<file path="src/rtl/block_rms_level_meter_macros.svh">
// assertion helpers shared by the rtl files of the rms level meter
`ifndef BLOCK_RMS_LEVEL_METER_MACROS_SVH
`define BLOCK_RMS_LEVEL_METER_MACROS_SVH

// same-cycle implication, checked outside reset
`define BRLM_ASSERT_NOW(label, ante, cons, msg) \
    label: assert property (@(posedge i_clk) disable iff (!i_rst_n) (ante) |-> (cons)) \
        else $error(msg);

// next-cycle implication, checked outside reset
`define BRLM_ASSERT_NEXT(label, ante, cons, msg) \
    label: assert property (@(posedge i_clk) disable iff (!i_rst_n) (ante) |=> (cons)) \
        else $error(msg);

`endif

</file>
<file path="src/rtl/brlm_pkg.sv">
`timescale 1ns / 1ps
// ----------------------------------------------------------------------------
// brlm_pkg
// types and fixed constants of the block rms level meter
// ----------------------------------------------------------------------------
package brlm_pkg;

    // field widths
    localparam int SAMPLE_W   = 16;
    localparam int LEVEL_W    = 10;
    localparam int BLOCK_W    = 16;
    localparam int SCALE_W    = 10;
    localparam int DZ_W       = 15;
    localparam int ZCOUNT_W   = 16;

    // configuration port
    localparam int CFG_IDX_W  = 2;
    localparam int CFG_DATA_W = 16;
    localparam logic [CFG_IDX_W-1:0] REG_BLOCK_SIZE = 2'd0;
    localparam logic [CFG_IDX_W-1:0] REG_SCALE      = 2'd1;
    localparam logic [CFG_IDX_W-1:0] REG_DEAD_ZONE  = 2'd2;

    // reset values
    localparam logic [BLOCK_W-1:0]        BLOCK_SIZE_RST = 16'd11025;
    localparam logic [SCALE_W-1:0]        SCALE_RST      = 10'd100;
    localparam logic [DZ_W-1:0]           DEAD_ZONE_RST  = 15'd0;
    localparam logic signed [SAMPLE_W-1:0] MIN_RST       = 16'sh7FFF;
    localparam logic signed [SAMPLE_W-1:0] MAX_RST       = 16'sh8000;

    // full-scale magnitude, span = 32768 - dead_zone
    localparam logic [SAMPLE_W:0] FULL_SCALE = 17'd32768;

    // arithmetic widths
    localparam int MEAN_W     = 31;                    // mean of squares <= 2^30
    localparam int SCALE_SQ_W = 2 * SCALE_W;           // scale^2
    localparam int PROD_W     = MEAN_W + SCALE_SQ_W;   // scale^2 * mean
    localparam int RAD_W      = PROD_W + (PROD_W % 2);
    localparam int ROOT_W     = RAD_W / 2;
    localparam int ROOT_CNT_W = $clog2(ROOT_W);

    localparam logic [LEVEL_W-1:0] LEVEL_MAX = '1;

    // handshake between the sequencer and a serial unit
    typedef struct packed {
        logic busy;
        logic done;
    } t_unit_sts;

endpackage

</file>
<file path="src/rtl/brlm_serial_mul.sv">
`timescale 1ns / 1ps
// ----------------------------------------------------------------------------
// brlm_serial_mul
// shift-add multiplier, one multiplier bit per cycle
// ----------------------------------------------------------------------------
module brlm_serial_mul
    import brlm_pkg::*;
#(
    parameter int A_W = 31,
    parameter int B_W = 20
) (
    input  logic                 i_clk,
    input  logic                 i_rst_n,
    input  logic                 i_start,
    input  logic [A_W-1:0]       i_a,
    input  logic [B_W-1:0]       i_b,
    output logic [A_W+B_W-1:0]   o_product,
    output t_unit_sts            o_sts
);

    localparam int P_W   = A_W + B_W;
    localparam int CNT_W = $clog2(B_W + 1);

    logic [P_W-1:0]   r_acc;
    logic [P_W-1:0]   r_a;
    logic [B_W-1:0]   r_b;
    logic [CNT_W-1:0] r_cnt;
    logic             r_busy;
    logic             r_done;

    logic [P_W-1:0]   n_acc;

    assign n_acc = r_b[0] ? (r_acc + r_a) : r_acc;

    always_ff @(posedge i_clk) begin
        if (!i_rst_n) begin
            r_busy <= 1'b0;
            r_done <= 1'b0;
            r_cnt  <= '0;
        end else begin
            r_done <= 1'b0;
            if (i_start) begin
                r_busy <= 1'b1;
                r_cnt  <= CNT_W'(B_W);
            end else if (r_busy) begin
                r_cnt <= r_cnt - 1'b1;
                if (r_cnt == CNT_W'(1)) begin
                    r_busy <= 1'b0;
                    r_done <= 1'b1;
                end
            end
        end
    end

    // datapath
    always_ff @(posedge i_clk) begin
        if (i_start) begin
            r_acc <= '0;
            r_a   <= P_W'(i_a);
            r_b   <= i_b;
        end else if (r_busy) begin
            r_acc <= n_acc;
            r_a   <= {r_a[P_W-2:0], 1'b0};
            r_b   <= {1'b0, r_b[B_W-1:1]};
        end
    end

    assign o_product  = r_acc;
    assign o_sts.busy = r_busy;
    assign o_sts.done = r_done;

endmodule

</file>
<file path="src/rtl/brlm_serial_div.sv">
`timescale 1ns / 1ps
// ----------------------------------------------------------------------------
// brlm_serial_div
// restoring divider, one quotient bit per cycle
// ----------------------------------------------------------------------------
module brlm_serial_div
    import brlm_pkg::*;
#(
    parameter int N_W = 46,
    parameter int D_W = 16
) (
    input  logic             i_clk,
    input  logic             i_rst_n,
    input  logic             i_start,
    input  logic [N_W-1:0]   i_num,
    input  logic [D_W-1:0]   i_den,
    output logic [N_W-1:0]   o_quot,
    output t_unit_sts        o_sts
);

    localparam int CNT_W = $clog2(N_W + 1);

    logic [N_W-1:0]   r_num;    // dividend shifts out, quotient shifts in
    logic [D_W-1:0]   r_rem;
    logic [D_W-1:0]   r_den;
    logic [CNT_W-1:0] r_cnt;
    logic             r_busy;
    logic             r_done;

    logic [D_W:0]     w_trial;
    logic [D_W:0]     w_diff;
    logic             w_ge;
    logic [D_W-1:0]   n_rem;

    always_comb begin
        w_trial = {r_rem, r_num[N_W-1]};
        w_diff  = w_trial - {1'b0, r_den};
        w_ge    = (w_trial >= {1'b0, r_den});
        n_rem   = w_ge ? w_diff[D_W-1:0] : w_trial[D_W-1:0];
    end

    always_ff @(posedge i_clk) begin
        if (!i_rst_n) begin
            r_busy <= 1'b0;
            r_done <= 1'b0;
            r_cnt  <= '0;
        end else begin
            r_done <= 1'b0;
            if (i_start) begin
                r_busy <= 1'b1;
                r_cnt  <= CNT_W'(N_W);
            end else if (r_busy) begin
                r_cnt <= r_cnt - 1'b1;
                if (r_cnt == CNT_W'(1)) begin
                    r_busy <= 1'b0;
                    r_done <= 1'b1;
                end
            end
        end
    end

    always_ff @(posedge i_clk) begin
        if (i_start) begin
            r_num <= i_num;
            r_rem <= '0;
            r_den <= i_den;
        end else if (r_busy) begin
            r_num <= {r_num[N_W-2:0], w_ge};
            r_rem <= n_rem;
        end
    end

    assign o_quot     = r_num;
    assign o_sts.busy = r_busy;
    assign o_sts.done = r_done;

endmodule

</file>
<file path="src/rtl/block_rms_level_meter.sv">
`timescale 1ns / 1ps
// ----------------------------------------------------------------------------
// block_rms_level_meter
// block rms level meter with dead zone, min, max and zero count
// ----------------------------------------------------------------------------
// A sample that does not close a block is handled in full before the next
// sample is taken: the square of the dead-zone shrunk magnitude is formed
// by a shift-add multiplier pass, then added to the accumulator and the
// block length checked. The sample that closes a block adds the end-of-block
// math: a mean divide and the two multiplier passes for scale^2 and
// scale^2*mean on the shared bit-serial units, an integer square root worked
// bit-serially in the sequencer and a second divide by the span. A closing
// sample is done once its result has moved into the output register; new
// samples are taken while it waits there, and the block stalls only if a
// second result is ready before the first is taken. No clearing pass is
// needed after reset. Configuration writes are taken every cycle.
// ----------------------------------------------------------------------------
`include "block_rms_level_meter_macros.svh"

module block_rms_level_meter
    import brlm_pkg::*;
#(
    parameter int COUNT_BITS = 16
) (
    input  logic                          i_clk,
    input  logic                          i_rst_n,
    // sample channel
    input  logic                          i_in_valid,
    output logic                          o_in_ready,
    input  logic signed [SAMPLE_W-1:0]    i_sample,
    // result channel
    output logic                          o_out_valid,
    input  logic                          i_out_ready,
    output logic [LEVEL_W-1:0]            o_level,
    output logic signed [SAMPLE_W-1:0]    o_block_min,
    output logic signed [SAMPLE_W-1:0]    o_block_max,
    output logic [ZCOUNT_W-1:0]           o_zero_count,
    // configuration write channel
    input  logic                          i_cfg_valid,
    output logic                          o_cfg_ready,
    input  logic [CFG_IDX_W-1:0]          i_cfg_index,
    input  logic [CFG_DATA_W-1:0]         i_cfg_data
);

    // accumulator holds up to 2^COUNT_BITS-1 squares of at most 2^30
    localparam int SUM_W  = MEAN_W - 1 + COUNT_BITS;
    // divisor is either the sample count or the 16-bit span
    localparam int DIV_DW = (COUNT_BITS > BLOCK_W) ? COUNT_BITS : BLOCK_W;

    // sequencer states
    localparam logic [3:0] S_IDLE     = 4'd0;
    localparam logic [3:0] S_SQUARE   = 4'd1;
    localparam logic [3:0] S_CHECK    = 4'd2;
    localparam logic [3:0] S_MEAN     = 4'd3;
    localparam logic [3:0] S_SCALE_SQ = 4'd4;
    localparam logic [3:0] S_TARGET   = 4'd5;
    localparam logic [3:0] S_ROOT     = 4'd6;
    localparam logic [3:0] S_SPAN     = 4'd7;
    localparam logic [3:0] S_OUTPUT   = 4'd8;

    // configuration registers
    logic [BLOCK_W-1:0]           r_block_size;
    logic [SCALE_W-1:0]           r_scale;
    logic [DZ_W-1:0]              r_dead_zone;

    // block state
    logic [3:0]                   r_state;
    logic [SUM_W-1:0]             r_sum;
    logic [COUNT_BITS-1:0]        r_count;
    logic signed [SAMPLE_W-1:0]   r_run_min;
    logic signed [SAMPLE_W-1:0]   r_run_max;
    logic [ZCOUNT_W-1:0]          r_zeros;

    // end-of-block working registers
    logic [MEAN_W-1:0]            r_mean;
    logic [RAD_W-1:0]             r_rad;
    logic [ROOT_W+1:0]            r_sq_rem;
    logic [ROOT_W-1:0]            r_root;
    logic [ROOT_CNT_W-1:0]        r_iter;
    logic [LEVEL_W-1:0]           r_level;

    // serial unit operands
    logic                         r_mul_start;
    logic [MEAN_W-1:0]            r_mul_a;
    logic [SCALE_SQ_W-1:0]        r_mul_b;
    logic                         r_div_start;
    logic [SUM_W-1:0]             r_div_num;
    logic [DIV_DW-1:0]            r_div_den;

    // output register
    logic                         r_out_valid;
    logic [LEVEL_W-1:0]           r_out_level;
    logic signed [SAMPLE_W-1:0]   r_out_min;
    logic signed [SAMPLE_W-1:0]   r_out_max;
    logic [ZCOUNT_W-1:0]          r_out_zeros;

    logic [PROD_W-1:0]            w_mul_product;
    t_unit_sts                    w_mul_sts;
    logic [SUM_W-1:0]             w_div_quot;
    t_unit_sts                    w_div_sts;

    logic                         w_in_fire;
    logic                         w_out_free;
    logic                         w_load_out;
    logic [SAMPLE_W:0]            w_abs;
    logic [SAMPLE_W:0]            w_shrunk;
    logic                         w_in_zone;
    logic [SAMPLE_W-1:0]          n_mag;
    logic [BLOCK_W-1:0]           w_limit;
    logic                         w_block_end;
    logic [BLOCK_W-1:0]           w_span;
    logic [ROOT_W+1:0]            w_sq_shift;
    logic [ROOT_W+1:0]            w_sq_trial;
    logic                         w_sq_ge;
    logic [ROOT_W+1:0]            n_sq_rem;
    logic [ROOT_W-1:0]            n_root;

    // ------------------------------------------------------------------
    // shared bit-serial units
    // ------------------------------------------------------------------
    brlm_serial_mul #(
        .A_W (MEAN_W),
        .B_W (SCALE_SQ_W)
    ) u_mul (
        .i_clk     (i_clk),
        .i_rst_n   (i_rst_n),
        .i_start   (r_mul_start),
        .i_a       (r_mul_a),
        .i_b       (r_mul_b),
        .o_product (w_mul_product),
        .o_sts     (w_mul_sts)
    );

    brlm_serial_div #(
        .N_W (SUM_W),
        .D_W (DIV_DW)
    ) u_div (
        .i_clk   (i_clk),
        .i_rst_n (i_rst_n),
        .i_start (r_div_start),
        .i_num   (r_div_num),
        .i_den   (r_div_den),
        .o_quot  (w_div_quot),
        .o_sts   (w_div_sts)
    );

    // ------------------------------------------------------------------
    // handshakes
    // ------------------------------------------------------------------
    assign o_in_ready  = (r_state == S_IDLE);
    assign w_in_fire   = i_in_valid && o_in_ready;
    assign w_out_free  = !r_out_valid || i_out_ready;
    assign w_load_out  = (r_state == S_OUTPUT) && w_out_free;
    assign o_cfg_ready = 1'b1;

    // ------------------------------------------------------------------
    // combinational helpers
    // ------------------------------------------------------------------
    always_comb begin
        // magnitude of the incoming sample, then the dead-zone shrink
        w_abs     = i_sample[SAMPLE_W-1] ? ((SAMPLE_W+1)'(0) - {1'b1, i_sample})
                                         : {1'b0, i_sample};
        w_in_zone = (w_abs <= {2'b00, r_dead_zone});
        w_shrunk  = w_abs - {2'b00, r_dead_zone};
        n_mag     = w_in_zone ? '0 : w_shrunk[SAMPLE_W-1:0];

        // a zero block size behaves as one
        w_limit     = (r_block_size == '0) ? BLOCK_W'(1) : r_block_size;
        w_block_end = (DIV_DW'(r_count) >= DIV_DW'(w_limit)) || (r_count == '1);

        w_span = BLOCK_W'(FULL_SCALE - {2'b00, r_dead_zone});

        // one digit of the integer square root, two radicand bits a step
        w_sq_shift = {r_sq_rem[ROOT_W-1:0], r_rad[RAD_W-1 -: 2]};
        w_sq_trial = {r_root, 2'b01};
        w_sq_ge    = (w_sq_shift >= w_sq_trial);
        n_sq_rem   = w_sq_ge ? (w_sq_shift - w_sq_trial) : w_sq_shift;
        n_root     = {r_root[ROOT_W-2:0], w_sq_ge};
    end

    // ------------------------------------------------------------------
    // configuration registers
    // ------------------------------------------------------------------
    always_ff @(posedge i_clk) begin
        if (!i_rst_n) begin
            r_block_size <= BLOCK_SIZE_RST;
            r_scale      <= SCALE_RST;
            r_dead_zone  <= DEAD_ZONE_RST;
        end else if (i_cfg_valid && o_cfg_ready) begin
            case (i_cfg_index)
                REG_BLOCK_SIZE: begin
                    r_block_size <= i_cfg_data[BLOCK_W-1:0];
                end
                REG_SCALE: begin
                    r_scale <= i_cfg_data[SCALE_W-1:0];
                end
                REG_DEAD_ZONE: begin
                    r_dead_zone <= i_cfg_data[DZ_W-1:0];
                end
                default: begin
                    // writes past the register list are dropped
                end
            endcase
        end
    end

    // ------------------------------------------------------------------
    // sequencer and block state
    // ------------------------------------------------------------------
    always_ff @(posedge i_clk) begin
        if (!i_rst_n) begin
            r_state     <= S_IDLE;
            r_sum       <= '0;
            r_count     <= '0;
            r_run_min   <= MIN_RST;
            r_run_max   <= MAX_RST;
            r_zeros     <= '0;
            r_mul_start <= 1'b0;
            r_div_start <= 1'b0;
        end else begin
            r_mul_start <= 1'b0;
            r_div_start <= 1'b0;
            case (r_state)
                S_IDLE: begin
                    if (w_in_fire) begin
                        // min, max and counters settle at the transaction
                        if (i_sample < r_run_min) begin
                            r_run_min <= i_sample;
                        end
                        if (i_sample > r_run_max) begin
                            r_run_max <= i_sample;
                        end
                        if (w_in_zone) begin
                            r_zeros <= r_zeros + 1'b1;
                        end
                        r_count     <= r_count + 1'b1;
                        r_mul_a     <= MEAN_W'(n_mag);
                        r_mul_b     <= SCALE_SQ_W'(n_mag);
                        r_mul_start <= 1'b1;
                        r_state     <= S_SQUARE;
                    end
                end
                S_SQUARE: begin
                    if (w_mul_sts.done) begin
                        r_sum   <= r_sum + SUM_W'(w_mul_product);
                        r_state <= S_CHECK;
                    end
                end
                S_CHECK: begin
                    if (w_block_end) begin
                        r_div_num   <= r_sum;
                        r_div_den   <= DIV_DW'(r_count);
                        r_div_start <= 1'b1;
                        r_state     <= S_MEAN;
                    end else begin
                        r_state <= S_IDLE;
                    end
                end
                S_MEAN: begin
                    if (w_div_sts.done) begin
                        r_mean      <= w_div_quot[MEAN_W-1:0];
                        r_mul_a     <= MEAN_W'(r_scale);
                        r_mul_b     <= SCALE_SQ_W'(r_scale);
                        r_mul_start <= 1'b1;
                        r_state     <= S_SCALE_SQ;
                    end
                end
                S_SCALE_SQ: begin
                    if (w_mul_sts.done) begin
                        r_mul_a     <= r_mean;
                        r_mul_b     <= w_mul_product[SCALE_SQ_W-1:0];
                        r_mul_start <= 1'b1;
                        r_state     <= S_TARGET;
                    end
                end
                S_TARGET: begin
                    if (w_mul_sts.done) begin
                        r_rad    <= RAD_W'(w_mul_product);
                        r_sq_rem <= '0;
                        r_root   <= '0;
                        r_iter   <= '0;
                        r_state  <= S_ROOT;
                    end
                end
                S_ROOT: begin
                    r_rad    <= {r_rad[RAD_W-3:0], 2'b00};
                    r_sq_rem <= n_sq_rem;
                    r_root   <= n_root;
                    r_iter   <= r_iter + 1'b1;
                    if (r_iter == ROOT_CNT_W'(ROOT_W - 1)) begin
                        // floor(isqrt(target) / span) is the largest level
                        r_div_num   <= SUM_W'(n_root);
                        r_div_den   <= DIV_DW'(w_span);
                        r_div_start <= 1'b1;
                        r_state     <= S_SPAN;
                    end
                end
                S_SPAN: begin
                    if (w_div_sts.done) begin
                        if (|w_div_quot[SUM_W-1:LEVEL_W]) begin
                            r_level <= LEVEL_MAX;
                        end else begin
                            r_level <= w_div_quot[LEVEL_W-1:0];
                        end
                        r_state <= S_OUTPUT;
                    end
                end
                S_OUTPUT: begin
                    if (w_out_free) begin
                        // result moves out, block state starts over
                        r_sum     <= '0;
                        r_count   <= '0;
                        r_run_min <= MIN_RST;
                        r_run_max <= MAX_RST;
                        r_zeros   <= '0;
                        r_state   <= S_IDLE;
                    end
                end
                default: begin
                    r_state <= S_IDLE;
                end
            endcase
        end
    end

    // ------------------------------------------------------------------
    // output register
    // ------------------------------------------------------------------
    always_ff @(posedge i_clk) begin
        if (!i_rst_n) begin
            r_out_valid <= 1'b0;
        end else if (w_load_out) begin
            r_out_valid <= 1'b1;
        end else if (i_out_ready) begin
            r_out_valid <= 1'b0;
        end
    end

    always_ff @(posedge i_clk) begin
        if (w_load_out) begin
            r_out_level <= r_level;
            r_out_min   <= r_run_min;
            r_out_max   <= r_run_max;
            r_out_zeros <= r_zeros;
        end
    end

    assign o_out_valid  = r_out_valid;
    assign o_level      = r_out_level;
    assign o_block_min  = r_out_min;
    assign o_block_max  = r_out_max;
    assign o_zero_count = r_out_zeros;

    // ------------------------------------------------------------------
    // assertions
    // ------------------------------------------------------------------
    `BRLM_ASSERT_NEXT(a_sample_starts_square, w_in_fire, r_mul_start && r_state == S_SQUARE, "sample transaction did not launch the squaring pass")
    `BRLM_ASSERT_NOW(a_units_exclusive, w_mul_sts.busy, !w_div_sts.busy, "multiplier and divider busy together")
    `BRLM_ASSERT_NOW(a_count_live, r_state != S_IDLE, r_count != '0, "block math running with an empty sample count")
    `BRLM_ASSERT_NOW(a_result_from_output_state, r_out_valid && !$past(r_out_valid), $past(r_state) == S_OUTPUT, "result appeared outside the output step")

endmodule

</file>
<file path="config.mk">
export PLATFORM = sky130hd
export DESIGN_NAME = block_rms_level_meter
export DESIGN_NICKNAME = d
export VERILOG_FILES = /design/src/rtl/brlm_pkg.sv /design/src/rtl/brlm_serial_mul.sv /design/src/rtl/brlm_serial_div.sv /design/src/rtl/block_rms_level_meter.sv
export VERILOG_INCLUDE_DIRS = /design/src /design/src/rtl
export SDC_FILE = /design/constraint.sdc
export NUM_CORES = 1
export LEC_CHECK = 0
export ABC_CLOCK_PERIOD_IN_PS = 16100
export BUFFER_PORTS_ARGS = -buffer_cell sky130_fd_sc_hd__buf_2
export CORE_MARGIN = 2
export CORE_UTILIZATION = 60
export DETAILED_ROUTE_END_ITERATION = 10
export HOLD_SLACK_MARGIN = 0.15
export PLACE_DENSITY_LB_ADDON = 0.12
export SLEW_MARGIN = 20
export SYNTH_ARGS = -nofsm -noshare
export SYNTH_HDL_FRONTEND = slang
export SYNTH_SLANG_ARGS = --single-unit
</file>
<file path="constraint.sdc">
create_clock -name i_clk -period 16.1 [get_ports i_clk]
set_input_delay 0 -clock i_clk [delete_from_list [all_inputs] [get_ports i_clk]]
set_output_delay 0 -clock i_clk [all_outputs]
set_load 0.05 [all_outputs]
</file>
Yosys cells after proc, flatten, opt, wreduce, memory -nomap -nowiden
Index checks and enable logic that the tools add are counted.
- bitwise operators: 3
- $lt $le $gt $ge: 6
- multiplexer cells: 81
- div/mod/pow operators: 0
- equal/unequal tests: 26
- multiply operators: 0
- reduce and logical (&&, ||, !) cells: 36
- shifts and indexed selects: 0
- $add $sub $neg: 12
- operators with widths (cell ; count):
    two-way mux 46 bit ; 6
    two-way mux 16 bit ; 15
    case mux 46 bit (2 select lines) ; 2
    case mux 16 bit (2 select lines) ; 5
    two-way mux 31 bit ; 5
    case mux 26 bit (2 select lines) ; 2
    case mux 52 bit (2 select lines) ; 1
    two-way mux 20 bit ; 5
    case mux 31 bit (3 select lines) ; 1
    two-way mux 26 bit ; 3
    case mux 20 bit (3 select lines) ; 1
    two-way mux 52 bit ; 1
    adder 51 bit ; 1
    adder 46 bit ; 1
    case mux 4 bit (9 select lines) ; 1
    OR reduction 36 bit ; 1
    adder 16 x 1 -> 16 bit (second input constant) ; 2
    two-way mux 4 bit ; 8
    greater-or-equal comparator 28 bit ; 1
    subtractor 26 bit ; 1
    != test 2 x 1 -> 1 bit (second input constant) ; 9
    greater-or-equal comparator 17 x 16 -> 1 bit ; 1
    <= comparator 17 x 15 -> 1 bit ; 1
    two-way mux 17 bit ; 1
    other kinds (44) ; 89
- memory bits (read-only): 0
- memories kept: 0
- register bits: 694
- RAM bits: 0
- output and inout port bits: 61
- input port bits: 39
- latch bits: 0

Depth between registers and ports, before layout
- depth in word-level cells: 6
- gate-level depth with buffers: 18
- gate-level depth less buffers: 18

Cells and area by module
A second synthesis with hierarchy kept.
- cells, all modules: 3734
- area total of the unflattened synthesis: 37295.8 um^2
- modules (own cells, without submodules) (module ; seq. area each (um^2) ; cells an instance ; area each (um^2) ; instances):
    block_rms_level_meter ; 12802.3 ; 2475 ; 24753.7 ; 1
    brlm_serial_mul ; 3093.0 ; 859 ; 7872.6 ; 1
    brlm_serial_div ; 2342.2 ; 400 ; 4669.5 ; 1

Worst setup path after synthesis
Ideal clock, no wire load.
- path kind: flip-flop to flip-flop
- from: register r_state[2]
- to: register r_mul_a[0] (enable)
- buffers on the path: 1
- stages on the path, launching flop included: 8
- data arrival time: 6.477 ns
- path slack: 9.019 ns
- clock period less this slack: 7.081 ns
- required time: 15.496 ns
- path through: dfxtp_1 clkbuf_1 nor2b_1 and2_1 inv_1 o22ai_1 a21oi_1 nor4b_1
- word-level cells in the longest chain between the ends: 4
- RTL lines (what ; line ; text):
    start, declared ; block_rms_level_meter.sv:67 ; logic [3:0] r_state;
    start signal, assigned ; block_rms_level_meter.sv:212 ; r_state <= S_IDLE;
    start signal, assigned ; block_rms_level_meter.sv:240 ; r_state <= S_SQUARE;
    start signal, assigned ; block_rms_level_meter.sv:246 ; r_state <= S_CHECK;
    zero test 4 bit ; block_rms_level_meter.sv:150, block_rms_level_meter.sv:223 ;
    logical AND 1 bit ; block_rms_level_meter.sv:151 ; assign w_in_fire = i_in_valid && o_in_ready;
    != test 2 x 1 -> 1 bit (no line) ; n/a ;
    AND reduction 5 bit (no line) * ; n/a ;
    end signal, assigned ; block_rms_level_meter.sv:237 ; r_mul_a <= MEAN_W'(n_mag);
    end signal, assigned ; block_rms_level_meter.sv:262 ; r_mul_a <= MEAN_W'(r_scale);
    end signal, assigned ; block_rms_level_meter.sv:270 ; r_mul_a <= r_mean;
    end, declared ; block_rms_level_meter.sv:84 ; logic [MEAN_W-1:0] r_mul_a;
Every way passes the cells marked *; elsewhere a longest branch is shown, timed or not.
A chain may end at the register's enable or synchronous reset.

Worst setup path after layout
- from: input i_sample[0]
- to: register r_zeros[12]
- word-level cells in the longest chain between the ends: 5
- RTL lines (what ; line ; text):
    start, declared ; block_rms_level_meter.sv:30 ; input logic signed [SAMPLE_W-1:0] i_sample,
    subtractor 1 x 17 -> 17 bit ; block_rms_level_meter.sv:161 ; w_abs = i_sample[SAMPLE_W-1] ? ((SAMPLE_W+1)'(0) - {1'b1, i_sample})
    two-way mux 17 bit * ; block_rms_level_meter.sv:161 ;
    <= comparator 17 x 15 -> 1 bit * ; block_rms_level_meter.sv:163 ; w_in_zone = (w_abs <= {2'b00, r_dead_zone});
    != test 2 x 1 -> 1 bit (no line) * ; n/a ;
    AND reduction 4 bit (no line) * ; n/a ;
    end signal, assigned ; block_rms_level_meter.sv:234 ; r_zeros <= r_zeros + 1'b1;
    end, declared ; block_rms_level_meter.sv:72 ; logic [ZCOUNT_W-1:0] r_zeros;
Marked as above.

==> qor.tcl <==
set qor(result_of_the_run) {finished, final reports clean}
set qor(maxSlewViolCount) 0
set qor(num-fill-cells) 4424
set qor(fmax_ghz) 0.223
set qor(dr.pass1.iters) 6
set qor(cp_data_arrival_time_ns) 4.99
set qor(post-cts-setup-buffer-count) 0
set qor(floorplan.die.height_um) 248
set qor(areaGrowthSynthToFinish_pct) 12.0
set qor(total_number_of_nets_in_the_final_design) 3861
set qor(io-pin-count) 100
set qor(final_cells) 4441
set qor(worst_path_max_delay_cell) {sky130_fd_sc_hd__dlygate4sd3_1}
set qor(cell_internal_pwr_w) 0.00377
set qor(timing.final.ws_setup_ns) 11.62
set qor(critical_path.max_fanout) 8
set qor(grtUsageTotal) 0.288
set qor(most_frequent_standard_cell_in_the_layout_excluding_fill_and_tap_cells) {sky130_fd_sc_hd__nand2_1}
set qor(cp_top_family) {compound AO/OA/AOI/OAI gates}
set qor(required_ns) 16.61
set qor(max_cap_violations) 0
set qor(wirelength_met1_um) 39900
set qor(part_of_the_total_power_dissipated_in_the_clock_network) 0.331
set qor(numClockSinks) 694
set qor(antenna_found_initial) 1
set qor(finalHoldViolations) 0
set qor(first_global_vias) 26010
set qor(crit_path_start_kind) {primary input}
set qor(remaining_drc_errors) 0
set qor(numPlacedInstances) 4249
set qor(synth.yosys.warnings) 0
set qor(crit_chain) {dlygate4sd3_1, buf_2, inv_1, ha_1, nand2_1, or3_1, o41ai_1, xnor2_1, ha_1, a21oi_1, nor2b_1, o21ai_1, a21oi_1, o21a_1, a2111oi_2, o221a_2, and4_1, nand4_2, or3_1, a21oi_1}
set qor(netSwitchingPower_w) 0.00169
set qor(number_of_synthesized_register_bits) 694
set qor(initial_standard_cell_utilization_of_the_core) 0.606
set qor(wl_met3_um) 5920
set qor(cts_htree_levels) 3
set qor(tightest_slew_ns) 1.08
set qor(timing.slew.headroom) 0.280
set qor(globalRouteOverflowTotal) 0
set qor(multiInputGateArea_sq_um) 16400
set qor(finalSetupViolations) 0
set qor(synthFlopType) {sky130_fd_sc_hd__edfxtp_1}
set qor(seqPwrFrac) 0.423
set qor(cts_buffers) 75
set qor(most-common-layout-cells) {sky130_fd_sc_hd__nand2_1 (494), sky130_fd_sc_hd__edfxtp_1 (434), sky130_fd_sc_hd__dfxtp_1 (258)}
set qor(post_drt_wl_per_cell_um) 19.9
set qor(fp.dieW_um) 248
set qor(layout.area.seq_sq_um) 18200
set qor(layout_min_cycle_time_ns) 4.48
set qor(port_buffers) 98
set qor(syn-instance-count) 3506
set qor(synth.net_count) 3760
set qor(clock-skew-final_ns) 0.0231
set qor(tritoncts) {built}
set qor(whs_ns) 0.211
set qor(design.core.area_sq_um) 59000
set qor(pin_count_of_the_biggest_net_entering_global_routing) 77
set qor(rsz0062_at_grt) {false}
set qor(top_signal_layer_used) {met4}
set qor(post_route_cells_drive_above_1_share) 0.107
set qor(hold_class) {in2reg}
set qor(grt_first_pass_wirelength_um) 140000
set qor(placementRows) 89
set qor(cts.reportedPaths.clkPinSlew_ns) 0.06
set qor(synth_cell_type_count) 85
set qor(cts-resized-gates) 0
set qor(ant_nets) 0
set qor(async_reset_ff_frac) 0
set qor(post_synth_edffs) 434
set qor(worst_path_bufs_invs) 3
set qor(detailedRoute.firstIterationViolations) 1922
set qor(num_antenna_cells) 0
set qor(pre_cts_slack_ns) 11.63
set qor(die-area_sq_um) 61600
set qor(power_density_nw_per_um2) 136
set qor(clk_root_buffer_cell) {sky130_fd_sc_hd__clkbuf_16}
set qor(clk_latency_ns) 0.61
set qor(globalplace.congestion) 0.952
set qor(met2RoutedLength_um) 40700
set qor(wl_um) 88500
set qor(worstSetupPathType) {in2reg}
set qor(yosysSeqAreaShare) 0.510
set qor(crit_top_cell) {sky130_fd_sc_hd__a21oi_1}
set qor(worst_ir_drop_vdd_mv) 0.135
set qor(setup-tns-final_ns) 0
set qor(combinational_share_of_power) 0.246
set qor(swShare) 0.309
set qor(final_core_utilization) 0.679
set qor(clock_path_buffers) 3
set qor(power_leakage_nw) 16.6
set qor(avgViaCountPerCell) 6.04
set qor(post-route-period-util) 0.278
set qor(dp_hpwl_um) 60400
set qor(delay_of_the_slowest_cell_on_the_worst_path_ns) 0.53
set qor(detailroute.via_count) 26811
set qor(synth_area_per_cell_sq_um) 10.2
set qor(mappedNetlistArea_sq_um) 35800
set qor(cp-end-kind) {flip-flop}
[what timing repair did]
item,in CTS,in global routing
endpoints found under the setup margin,0,0
hold buffers,53,0
endpoints found under the hold margin,90,0
[sequential cells by signal (all words and copies together) (netlist names), 20 cells and up]
name and cells:
u_mul.r_b 20, r_div_num 46, r_mean 31, r_sum 46
u_mul.r_a 51, r_rad 52, r_sq_rem 26, u_div.o_quot 46
r_mul_b 20, u_mul.o_product 51, r_root 26, r_mul_a 31
[synthesized netlist by cell type (5+ instances only)]
cell / count / area (sq um)
sky130_fd_sc_hd__nand2_1: 494 / 1850
sky130_fd_sc_hd__edfxtp_1: 434 / 13000
sky130_fd_sc_hd__dfxtp_1: 260 / 5200
sky130_fd_sc_hd__a21oi_1: 254 / 1270
sky130_fd_sc_hd__nor2_1: 244 / 916
sky130_fd_sc_hd__ha_1: 211 / 2640
sky130_fd_sc_hd__inv_1: 172 / 646
sky130_fd_sc_hd__a21o_1: 135 / 1010
sky130_fd_sc_hd__clkbuf_1: 134 / 503
sky130_fd_sc_hd__o21ai_0: 131 / 656
sky130_fd_sc_hd__xnor2_1: 115 / 1010
sky130_fd_sc_hd__mux2_2: 94 / 1060
sky130_fd_sc_hd__xor2_1: 69 / 604
sky130_fd_sc_hd__and2_1: 63 / 394
sky130_fd_sc_hd__nor3_1: 62 / 310
sky130_fd_sc_hd__nand3_1: 57 / 285
sky130_fd_sc_hd__mux2i_1: 55 / 551
sky130_fd_sc_hd__nand2b_1: 41 / 257
sky130_fd_sc_hd__nand4_1: 41 / 257
sky130_fd_sc_hd__a211oi_1: 36 / 270
sky130_fd_sc_hd__nor2b_1: 29 / 181
sky130_fd_sc_hd__a22oi_1: 27 / 203
sky130_fd_sc_hd__nor4_1: 26 / 163
sky130_fd_sc_hd__a22o_1: 23 / 201
sky130_fd_sc_hd__and3_1: 23 / 144
sky130_fd_sc_hd__o21bai_1: 23 / 173
sky130_fd_sc_hd__or3_1: 22 / 138
sky130_fd_sc_hd__o21a_1: 21 / 158
sky130_fd_sc_hd__a31oi_1: 20 / 125
sky130_fd_sc_hd__buf_1: 15 / 56.3
sky130_fd_sc_hd__o211ai_1: 14 / 105
sky130_fd_sc_hd__a21boi_0: 12 / 90.1
sky130_fd_sc_hd__o21ai_1: 12 / 60.1
sky130_fd_sc_hd__o31ai_1: 9 / 67.6
sky130_fd_sc_hd__or2_2: 9 / 56.3
sky130_fd_sc_hd__o22ai_1: 8 / 50.1
sky130_fd_sc_hd__nand3b_1: 7 / 52.6
sky130_fd_sc_hd__a31o_2: 6 / 52.6
sky130_fd_sc_hd__and4_1: 6 / 52.6
sky130_fd_sc_hd__nor4b_1: 6 / 52.6
sky130_fd_sc_hd__buf_2: 5 / 25.0
sky130_fd_sc_hd__nor3b_1: 5 / 37.5
[worst paths after layout]
path,start,to,slack [ns],depth (start not counted)
max,i_sample[0],r_zeros[12],11.62,20
min,i_cfg_data[10],r_dead_zone[10],0.21,4
max reg2reg,u_mul.o_product[0],r_sum[44],11.95,13
min reg2reg,r_div_den[7],u_div.r_den[7],0.41,0
[per-stage QoR]
stage / power [W] / area (sq um)
floorplan: 0.00329 / 35800
global placement: 0.00358 / 36900
detailed placement: 0.00364 / 36900
CTS: 0.00545 / 40000
global route: 0.00570 / 40100
finish: 0.00545 / 40100
[power by group through the flow]
stage	Clock, W	Sequential (W)	Combinational [W]
floorplan	0	0.00227	0.00102
global placement	0	0.00233	0.00125
detailed placement	0	0.00234	0.00130
CTS	0.00183	0.00230	0.00132
global route	0.00190	0.00233	0.00148
finish	0.00180	0.00231	0.00134
[cell families (layout without fill, tap and decap cells)]
kind of cell               after synthesis  count (layout)  synth area share
AOI/OAI and AO/OA                      784             784             0.141
adders and majority gates              215             215            0.0761
buffers and inverters                  328             490            0.0348
muxes                                  149             149            0.0450
and+or+nand+nor                       1151            1151             0.148
xor gates and xnor gates               184             184            0.0451
DFF                                    694             694             0.510
other                                    1               1          0.000105
[routing by layer]
metal	vias to the layer above	track usage
met1	13002	0.405
met2	898	0.466
met4	0	0.0861
li1	12773	-
met5	-	0
met3	138	0.0388
[tightest hold or removal path, cell delays in order]
cell and delay, ns:
sky130_fd_sc_hd__dlygate4sd3_1 0.53, sky130_fd_sc_hd__buf_2 0.14, sky130_fd_sc_hd__nand2_1 0.05, sky130_fd_sc_hd__a21oi_1 0.05
[cell type report]
cell class | instances | share of cell area
multi-input combinational | 2484 | 0.409
inverter | 172 | 0.0161
timing repair buffer | 180 | 0.0310
tap | 773 | 0.0241
clock buffer | 93 | 0.0517
sequential | 694 | 0.456
clock inverter | 45 | 0.0128
Power figures use the tool's default switching activity.
